[config.mk]
export PLATFORM = sky130hd
export DESIGN_NAME = nmea_sentence_ring_framer
export DESIGN_NICKNAME = d
export VERILOG_FILES = /design/src/hw/rtl/nsrf_pkg.sv /design/src/hw/rtl/nmea_sentence_ring_framer.sv /design/src/hw/rtl/nsrf_ring.sv /design/src/hw/rtl/nsrf_ctrl.sv
export SDC_FILE = /design/constraint.sdc
export NUM_CORES = 2
export LEC_CHECK = 0
export BUFFER_PORTS_ARGS = -buffer_cell sky130_fd_sc_hd__buf_2
export CAP_MARGIN = 20
export CELL_PAD_IN_SITES_DETAIL_PLACEMENT = 0
export CELL_PAD_IN_SITES_GLOBAL_PLACEMENT = 1
export CORE_UTILIZATION = 40
export CTS_CLUSTER_SIZE = 20
export DETAILED_ROUTE_END_ITERATION = 12
export MAX_ROUTING_LAYER = met4
export PLACE_DENSITY = 0.58
export SLEW_MARGIN = 5
export SYNTH_ARGS = -nofsm -noshare
export SYNTH_HDL_FRONTEND = slang
export SYNTH_HIERARCHICAL = 1
export SYNTH_SLANG_ARGS = --single-unit
[constraint.sdc]
create_clock -name clock -period 15 [get_ports clock]
set_clock_uncertainty 0.15 [all_clocks]
set_input_delay 1.5 -clock clock [delete_from_list [all_inputs] [get_ports clock]]
set_output_delay 1.5 -clock clock [all_outputs]
set_load 0.005 [all_outputs]
[src/hw/rtl/nsrf_pkg.sv]
// nsrf_pkg: action codes, framing characters, status struct and hex helper
// for the nmea sentence ring framer; no dependencies
`default_nettype none

package nsrf_pkg;

   typedef enum logic [2:0] {
      ACT_BEGIN  = 3'd0,
      ACT_CHAR   = 3'd1,
      ACT_SEP    = 3'd2,
      ACT_FINISH = 3'd3,
      ACT_READ   = 3'd4
   } action_type;

   localparam logic [7:0] CHAR_START = 8'h24;  // '$'
   localparam logic [7:0] CHAR_SEP   = 8'h2C;  // ','
   localparam logic [7:0] CHAR_STAR  = 8'h2A;  // '*'
   localparam logic [7:0] CHAR_CR    = 8'h0D;
   localparam logic [7:0] CHAR_LF    = 8'h0A;
   localparam logic [7:0] CHAR_ZERO  = 8'h30;  // '0'
   localparam logic [7:0] CHAR_HEX_A = 8'h41;  // 'A'
   localparam logic [3:0] NIBBLE_MASK = 4'hF;

   typedef struct packed {
      logic       accepted;
      logic       byte_valid;
      logic [7:0] pending_length;
      logic [7:0] committed_count;
   } rsp_status_type;

   function automatic logic [7:0] hex_digit(input logic [3:0] n);
      logic [3:0] v;
      v = n & NIBBLE_MASK;
      if (v < 4'd10) begin
         return CHAR_ZERO + 8'(v);
      end else begin
         return CHAR_HEX_A + 8'(v - 4'd10);
      end
   endfunction

endpackage

`default_nettype wire

[src/hw/rtl/nmea_sentence_ring_framer.sv]
// nmea_sentence_ring_framer: each word but a finish has its result registered for the
// next cycle, one word per cycle while req_stall is low; a finish holds req_stall and
// writes one framing byte per cycle through the single ring write port while the
// output is free, then gives its result. reset clears the pointers, checksum and
// result valid; ring contents are not cleared and need no clearing pass, since only
// committed bytes are ever read. depends on nsrf_pkg, nsrf_ctrl and nsrf_ring
`default_nettype none

module nmea_sentence_ring_framer #(
   parameter int RING_DEPTH = 256
) (
   input  wire logic       clock,
   input  wire logic       reset,
   input  wire logic       req_valid,
   output logic            req_stall,
   input  wire logic [2:0] req_action,
   input  wire logic [7:0] req_data_char,
   output logic            rsp_valid,
   input  wire logic       rsp_stall,
   output logic            rsp_accepted,
   output logic            rsp_byte_valid,
   output logic [7:0]      rsp_byte_out,
   output logic [7:0]      rsp_pending_length,
   output logic [7:0]      rsp_committed_count
);

   localparam int PW = $clog2(RING_DEPTH);

   nsrf_pkg::rsp_status_type status;
   logic                     mem_wr_en;
   logic [PW-1:0]            mem_wr_addr;
   logic [7:0]               mem_wr_data;
   logic                     mem_rd_en;
   logic [PW-1:0]            mem_rd_addr;
   logic [7:0]               mem_rd_data;

   nsrf_ctrl #(
      .RING_DEPTH(RING_DEPTH),
      .PW        (PW)
   ) u_ctrl (
      .clock        (clock),
      .reset        (reset),
      .req_valid    (req_valid),
      .req_stall    (req_stall),
      .req_action   (req_action),
      .req_data_char(req_data_char),
      .rsp_valid    (rsp_valid),
      .rsp_stall    (rsp_stall),
      .rsp_status   (status),
      .mem_wr_en    (mem_wr_en),
      .mem_wr_addr  (mem_wr_addr),
      .mem_wr_data  (mem_wr_data),
      .mem_rd_en    (mem_rd_en),
      .mem_rd_addr  (mem_rd_addr)
   );

   nsrf_ring #(
      .DEPTH(RING_DEPTH),
      .PW   (PW)
   ) u_ring (
      .clock  (clock),
      .wr_en  (mem_wr_en),
      .wr_addr(mem_wr_addr),
      .wr_data(mem_wr_data),
      .rd_en  (mem_rd_en),
      .rd_addr(mem_rd_addr),
      .rd_data(mem_rd_data)
   );

   assign rsp_accepted        = status.accepted;
   assign rsp_byte_valid      = status.byte_valid;
   assign rsp_byte_out        = status.byte_valid ? mem_rd_data : 8'h00;
   assign rsp_pending_length  = status.pending_length;
   assign rsp_committed_count = status.committed_count;

endmodule

`default_nettype wire

[src/hw/rtl/nsrf_ring.sv]
// nsrf_ring: byte ring storage, one write port and one registered read port
// no package dependencies
`default_nettype none

module nsrf_ring #(
   parameter int DEPTH = 256,
   parameter int PW    = 8
) (
   input  wire logic          clock,
   input  wire logic          wr_en,
   input  wire logic [PW-1:0] wr_addr,
   input  wire logic [7:0]    wr_data,
   input  wire logic          rd_en,
   input  wire logic [PW-1:0] rd_addr,
   output logic [7:0]         rd_data
);

   logic [7:0] ring_mem_ff [DEPTH];
   logic [7:0] rd_data_ff;

   always_ff @(posedge clock) begin
      if (wr_en) begin
         ring_mem_ff[wr_addr] <= wr_data;
      end
   end

   always_ff @(posedge clock) begin
      if (rd_en) begin
         rd_data_ff <= ring_mem_ff[rd_addr];
      end
   end

   assign rd_data = rd_data_ff;

endmodule

`default_nettype wire

[src/hw/rtl/nsrf_ctrl.sv]
// nsrf_ctrl: ring pointers, running checksum, finish sequencer and result register
// depends on nsrf_pkg
`default_nettype none

module nsrf_ctrl #(
   parameter int RING_DEPTH = 256,
   parameter int PW         = 8
) (
   input  wire logic                   clock,
   input  wire logic                   reset,
   input  wire logic                   req_valid,
   output logic                        req_stall,
   input  wire logic [2:0]             req_action,
   input  wire logic [7:0]             req_data_char,
   output logic                        rsp_valid,
   input  wire logic                   rsp_stall,
   output nsrf_pkg::rsp_status_type    rsp_status,
   output logic                        mem_wr_en,
   output logic [PW-1:0]               mem_wr_addr,
   output logic [7:0]                  mem_wr_data,
   output logic                        mem_rd_en,
   output logic [PW-1:0]               mem_rd_addr
);

   localparam int CW = (PW > 8) ? PW : 8;
   localparam logic [PW-1:0] LAST_SLOT = PW'(RING_DEPTH - 1);
   localparam logic [PW:0]   DEPTH_W   = (PW + 1)'(RING_DEPTH);

   typedef enum logic [2:0] {
      FIN_IDLE,
      FIN_HI,
      FIN_LO,
      FIN_CR,
      FIN_LF
   } fin_state_type;

   fin_state_type            fin_state_ff, fin_state_in;
   logic [PW-1:0]            head_ff, head_in;
   logic [PW-1:0]            front_ff, front_in;
   logic [PW-1:0]            tail_ff, tail_in;
   logic [7:0]               xor_ff, xor_in;
   logic                     rsp_valid_ff, rsp_valid_in;
   nsrf_pkg::rsp_status_type status_ff, status_in;

   logic       out_free;
   logic       take;
   logic       put_en;
   logic [7:0] put_byte;
   logic       put_ok;
   logic       load;
   logic       do_commit;

   function automatic logic [PW-1:0] ring_next(input logic [PW-1:0] p);
      return (p == LAST_SLOT) ? '0 : p + PW'(1);
   endfunction

   function automatic logic [7:0] ring_dist8(input logic [PW-1:0] a,
                                             input logic [PW-1:0] b);
      logic [PW:0]   t;
      logic [CW-1:0] e;
      t = {1'b0, a} - {1'b0, b};
      if (a < b) begin
         t = t + DEPTH_W;
      end
      e = CW'(t[PW-1:0]);
      return e[7:0];
   endfunction

   always_comb begin
      out_free  = !rsp_valid_ff || !rsp_stall;
      req_stall = (fin_state_ff != FIN_IDLE) || !out_free;
      take      = req_valid && !req_stall;

      fin_state_in = fin_state_ff;
      head_in      = head_ff;
      tail_in      = tail_ff;
      xor_in       = xor_ff;
      status_in    = status_ff;
      put_en       = 1'b0;
      put_byte     = nsrf_pkg::CHAR_START;
      load         = 1'b0;
      do_commit    = 1'b0;
      mem_rd_en    = 1'b0;
      status_in.accepted   = 1'b0;
      status_in.byte_valid = 1'b0;

      // finish sequence: the remaining four framing bytes
      case (fin_state_ff)
         FIN_HI: begin
            put_en       = 1'b1;
            put_byte     = nsrf_pkg::hex_digit(xor_ff[7:4]);
            fin_state_in = FIN_LO;
         end
         FIN_LO: begin
            put_en       = 1'b1;
            put_byte     = nsrf_pkg::hex_digit(xor_ff[3:0]);
            fin_state_in = FIN_CR;
         end
         FIN_CR: begin
            put_en       = 1'b1;
            put_byte     = nsrf_pkg::CHAR_CR;
            fin_state_in = FIN_LF;
         end
         FIN_LF: begin
            put_byte = nsrf_pkg::CHAR_LF;
            if (out_free) begin
               put_en       = 1'b1;
               do_commit    = 1'b1;
               load         = 1'b1;
               fin_state_in = FIN_IDLE;
               status_in.accepted = 1'b1;
            end
         end
         default: begin
         end
      endcase

      if (take) begin
         case (req_action)
            nsrf_pkg::ACT_BEGIN: begin
               put_en   = 1'b1;
               put_byte = nsrf_pkg::CHAR_START;
               load     = 1'b1;
            end
            nsrf_pkg::ACT_CHAR: begin
               put_en   = 1'b1;
               put_byte = req_data_char;
               load     = 1'b1;
            end
            nsrf_pkg::ACT_SEP: begin
               put_en   = 1'b1;
               put_byte = nsrf_pkg::CHAR_SEP;
               load     = 1'b1;
            end
            nsrf_pkg::ACT_FINISH: begin
               put_en       = 1'b1;
               put_byte     = nsrf_pkg::CHAR_STAR;
               fin_state_in = FIN_HI;
            end
            nsrf_pkg::ACT_READ: begin
               load = 1'b1;
               if (head_ff != tail_ff) begin
                  mem_rd_en            = 1'b1;
                  tail_in              = ring_next(tail_ff);
                  status_in.byte_valid = 1'b1;
               end
            end
            default: begin
               load = 1'b1;
            end
         endcase
      end

      // single ring write, dropped when only one slot is left
      put_ok   = put_en && (ring_next(front_ff) != tail_ff);
      front_in = put_ok ? ring_next(front_ff) : front_ff;

      if (take) begin
         case (req_action)
            nsrf_pkg::ACT_BEGIN: begin
               status_in.accepted = put_ok;
               if (put_ok) begin
                  xor_in = '0;
               end
            end
            nsrf_pkg::ACT_CHAR, nsrf_pkg::ACT_SEP: begin
               status_in.accepted = put_ok;
               if (put_ok) begin
                  xor_in = xor_ff ^ put_byte;
               end
            end
            default: begin
            end
         endcase
      end

      if (do_commit) begin
         head_in = front_in;
      end

      status_in.pending_length  = ring_dist8(front_in, head_ff);
      status_in.committed_count = ring_dist8(head_in, tail_in);

      if (load) begin
         rsp_valid_in = 1'b1;
      end else if (!rsp_stall) begin
         rsp_valid_in = 1'b0;
      end else begin
         rsp_valid_in = rsp_valid_ff;
      end

      mem_wr_en   = put_ok;
      mem_wr_addr = front_ff;
      mem_wr_data = put_byte;
      mem_rd_addr = tail_ff;
   end

   always_ff @(posedge clock) begin
      if (reset) begin
         fin_state_ff <= FIN_IDLE;
         head_ff      <= '0;
         front_ff     <= '0;
         tail_ff      <= '0;
         xor_ff       <= '0;
         rsp_valid_ff <= 1'b0;
      end else begin
         fin_state_ff <= fin_state_in;
         head_ff      <= head_in;
         front_ff     <= front_in;
         tail_ff      <= tail_in;
         xor_ff       <= xor_in;
         rsp_valid_ff <= rsp_valid_in;
      end
      if (load) begin
         status_ff <= status_in;
      end
   end

   assign rsp_valid  = rsp_valid_ff;
   assign rsp_status = status_ff;

endmodule

`default_nettype wire

==> metrics.md <==
| Metric | Value |
|---|---|
| Tmin final | `6.80 ns` |
| Synth area leaders | `edfxtp_1, mux4_2, mux2i_1` |
| Top FF cell, synth | `edfxtp_1` |
| # hold bufs at CTS | `0` |
| Post-synth EDFFs | `2074` |
| # resized after CTS | `0` |
| Max Transition Viols Final | `0` |
| Syn_area_per_cell | `20.0 um^2` |
| Sequential area share after synthesis | `0.756` |
| Dpl cells | `6845` |
| DIE AREA | `210000 um^2` |
| Worst skew pair latency | `0.85 ns` |
| Run status | `complete, no violations` |
| CTS Buf Count | `219` |
| Placer congestion estimate | `0.796` |
| CTS clk-pin slew, worst paths | `0.06 ns` |
| Static Leakage | `28.6 nW` |
| FFs w/ async S/R, synth | `0` |
| Total Wirelength | `221000 um` |
| Critical path endpoint category | `register` |
| DIE WIDTH | `459 um` |
| Sw Ratio | `0.204` |
| Seq pwr share | `0.539` |
| Total of max-cap violations | `0` |
| Detailed Place HPWL | `130000 um` |
| Critical Path AT | `7.20 ns` |
| Least-Margin Pin Slew | `1.29 ns` |
| Flops & latches, synth | `2110` |
| Hold crit path type | `reg -> reg` |
| Total grt overflow | `0` |
| Filler cells | `17550` |
| Initial core utilization | `0.403` |
| Port buffer count | `42` |
| Root buf cell | `clkbuf_16` |
| Psw | `2.46 mW` |
| Setup ws final | `8.20 ns` |
| Post-Syn Nets | `4219` |
| DR vias | `41441` |
| First-pass GRT wire length | `313000 um` |
| Hold Slack | `0.345 ns` |
| Setup violators final | `0` |
| RSZ-0062 raised after global routing | `false` |
| P_int | `9.60 mW` |
| Non-Filler Instances | `7257` |
| Setup TNS | `0 ns` |
| Worst VDD drop | `127 uV` |
| Synth top area share | `0.747` |
| Peak fanout along the critical path | `73` |
| Initial DRC count | `4186` |
| FMAX | `147 MHz` |
| Crit Path Class | `reg -> reg` |
| Post-Synthesis Cells | `4178` |
| Cell Pwr Density | `129 nW/um^2` |
| Req. time, crit path | `15.40 ns` |
| Max H-tree Level | `4` |
| ANT nets after route | `0` |
| Clock power share | `0.443` |
| Via density | `5.71` |
| Clock Path Buffers | `3` |
| Commonest non-fill, non-tap cell in the layout | `edfxtp_1` |
| Final hold viol count | `0` |
| Distinct cells, synth | `75` |
| IO Count | `43` |
| Final Power | `12.1 mW` |
| CORE AREA | `207000 um^2` |
| Comb power frac | `0.018` |
| Routed len/inst | `30.4 um` |
| Largest net degree at the start of global routing | `194` |
| Gr usage total | `0.215` |
| CTS sink cnt | `2110` |
| Vias in the first global route | `41565` |
| # Post-CTS Setup Buffers | `0` |
| Layout area overhead | `12.4%` |
| Detailed-route DRC error count | `0` |
| Synth area leader | `edfxtp_1` |
| Initial antenna violation count | `6` |
| Max transition margin | `0.134` |
| TritonRoute pass-1 iters | `7` |
| Startpoint types | `register` |
| Mapped cell area | `83400 um^2` |
| Layout cells sized above 1 | `0.216` |
| Most frequent cells in the layout | `edfxtp_1, mux4_2, nor2_1` |
| CTS tree | `yes` |
| Synthesis Warnings | `6` |
| Setup WS pre-CTS | `8.10 ns` |
| # nets final | `4323` |
| Period Utilization, post-route | `0.453` |
| Die Height | `459 um` |
| Row count | `167` |
==> worst max-delay path: stages, from the launching register on <==
cell and delay, ns:
dfxtp_4 0.65, buf_4 0.61, buf_4 0.74, buf_12 0.53, buf_12 0.54, mux4_2 0.59, a22o_1 0.27, a221oi_1 0.78
o32ai_1 0.23, nor3_1 1.03, nor4_1 0.16
==> metal layers <==
layer,part of all wire,track usage
met1,0.44,0.298
met4,0.022,0.0555
met5,0,-
met3,0.062,0.0362
met2,0.48,0.331
==> metrics by stage <==
stage	area, um^2	util
3_5_place_dp	86600	0.418
6_report	93700	0.453
5_1_grt	93700	0.453
3_3_place_gp	86500	0.418
4_1_cts	93700	0.452
2_1_floorplan	83400	-
==> power by group through the flow <==
stage | clock (mW) | combinational, mW | sequential [mW]
final | 5.35 | 0.217 | 6.50
after global routing | 5.67 | 0.231 | 6.50
after CTS | 5.46 | 0.218 | 6.50
after detailed placement | 0 | 0.218 | 6.62
after global placement | 0 | 0.212 | 6.62
after floorplan | 0 | 0.0991 | 6.67
==> synth_stat cells, types with 25 or more instances <==
master,instances
o221ai_1,48
nor4_1,26
dfxtp_1,36
a21oi_1,131
a22oi_1,134
nand2_1,56
edfxtp_1,2074
buf_4,27
mux4_2,454
nand3_1,51
nor2b_1,39
inv_1,30
o22ai_1,28
nor2_1,333
mux2i_1,139
clkbuf_1,128
xor2_1,25
o21ai_0,31
buf_2,34
nor3_1,30
==> flip-flops by register name, indices dropped and copies added, names as in the netlist <==
name / flops
u_ring/rd_data: 8
u_ctrl/xor_ff: 8
u_ctrl/rsp_valid: 1
u_ctrl/fin_state_ff: 3
u_ring/ring_mem_ff: 2048
u_ctrl/mem_rd_addr: 8
u_ctrl/rsp_status: 18
u_ctrl/head_ff: 8
u_ctrl/mem_wr_addr: 8
==> worst paths after layout <==
| kind | from | to | slack, ns | cells past startpoint |
|---|---|---|---|---|
| worst min-delay path | u_ctrl/xor_ff[6] | u_ctrl/xor_ff[6] | 0.34 | 2 |
| worst max-delay path | u_ctrl/mem_rd_addr[0] | u_ring/rd_data[5] | 8.20 | 10 |
| worst min register to register | u_ctrl/xor_ff[6] | u_ctrl/xor_ff[6] | 0.34 | 2 |
| worst max register to register | u_ctrl/mem_rd_addr[0] | u_ring/rd_data[5] | 8.20 | 10 |
==> cell type report <==
type / instances / area (um^2) / share of cell area
Multi-Input combinational cell: 1780 / 18900 / 0.202
Tap cell: 2788 / 3490 / 0.0372
Antenna cell: 2 / 5.00 / 0.0000534
Sequential cell: 2110 / 63000 / 0.672
Timing Repair Buffer: 140 / 1100 / 0.0117
Inverter: 31 / 116 / 0.00124
Clock inverter: 137 / 1290 / 0.0138
Clock buffer: 269 / 5780 / 0.0617
==> cell families (layout without fill, tap and decap cells) <==
logic type               after synthesis  in the layout  synth area share
flip-flops                          2110           2110             0.756
AND/OR/NAND/NOR                      624            624            0.0346
multiplexers                         598            598             0.140
AO/OA/AOI/OAI                        487            487            0.0404
buffers and inverters                288            577            0.0201
XOR/XNOR                              45             45           0.00491
adder cells (fa/ha/maj)               26             26           0.00408
other                                  0              2                 0
Power figures use the tool's default switching activity.
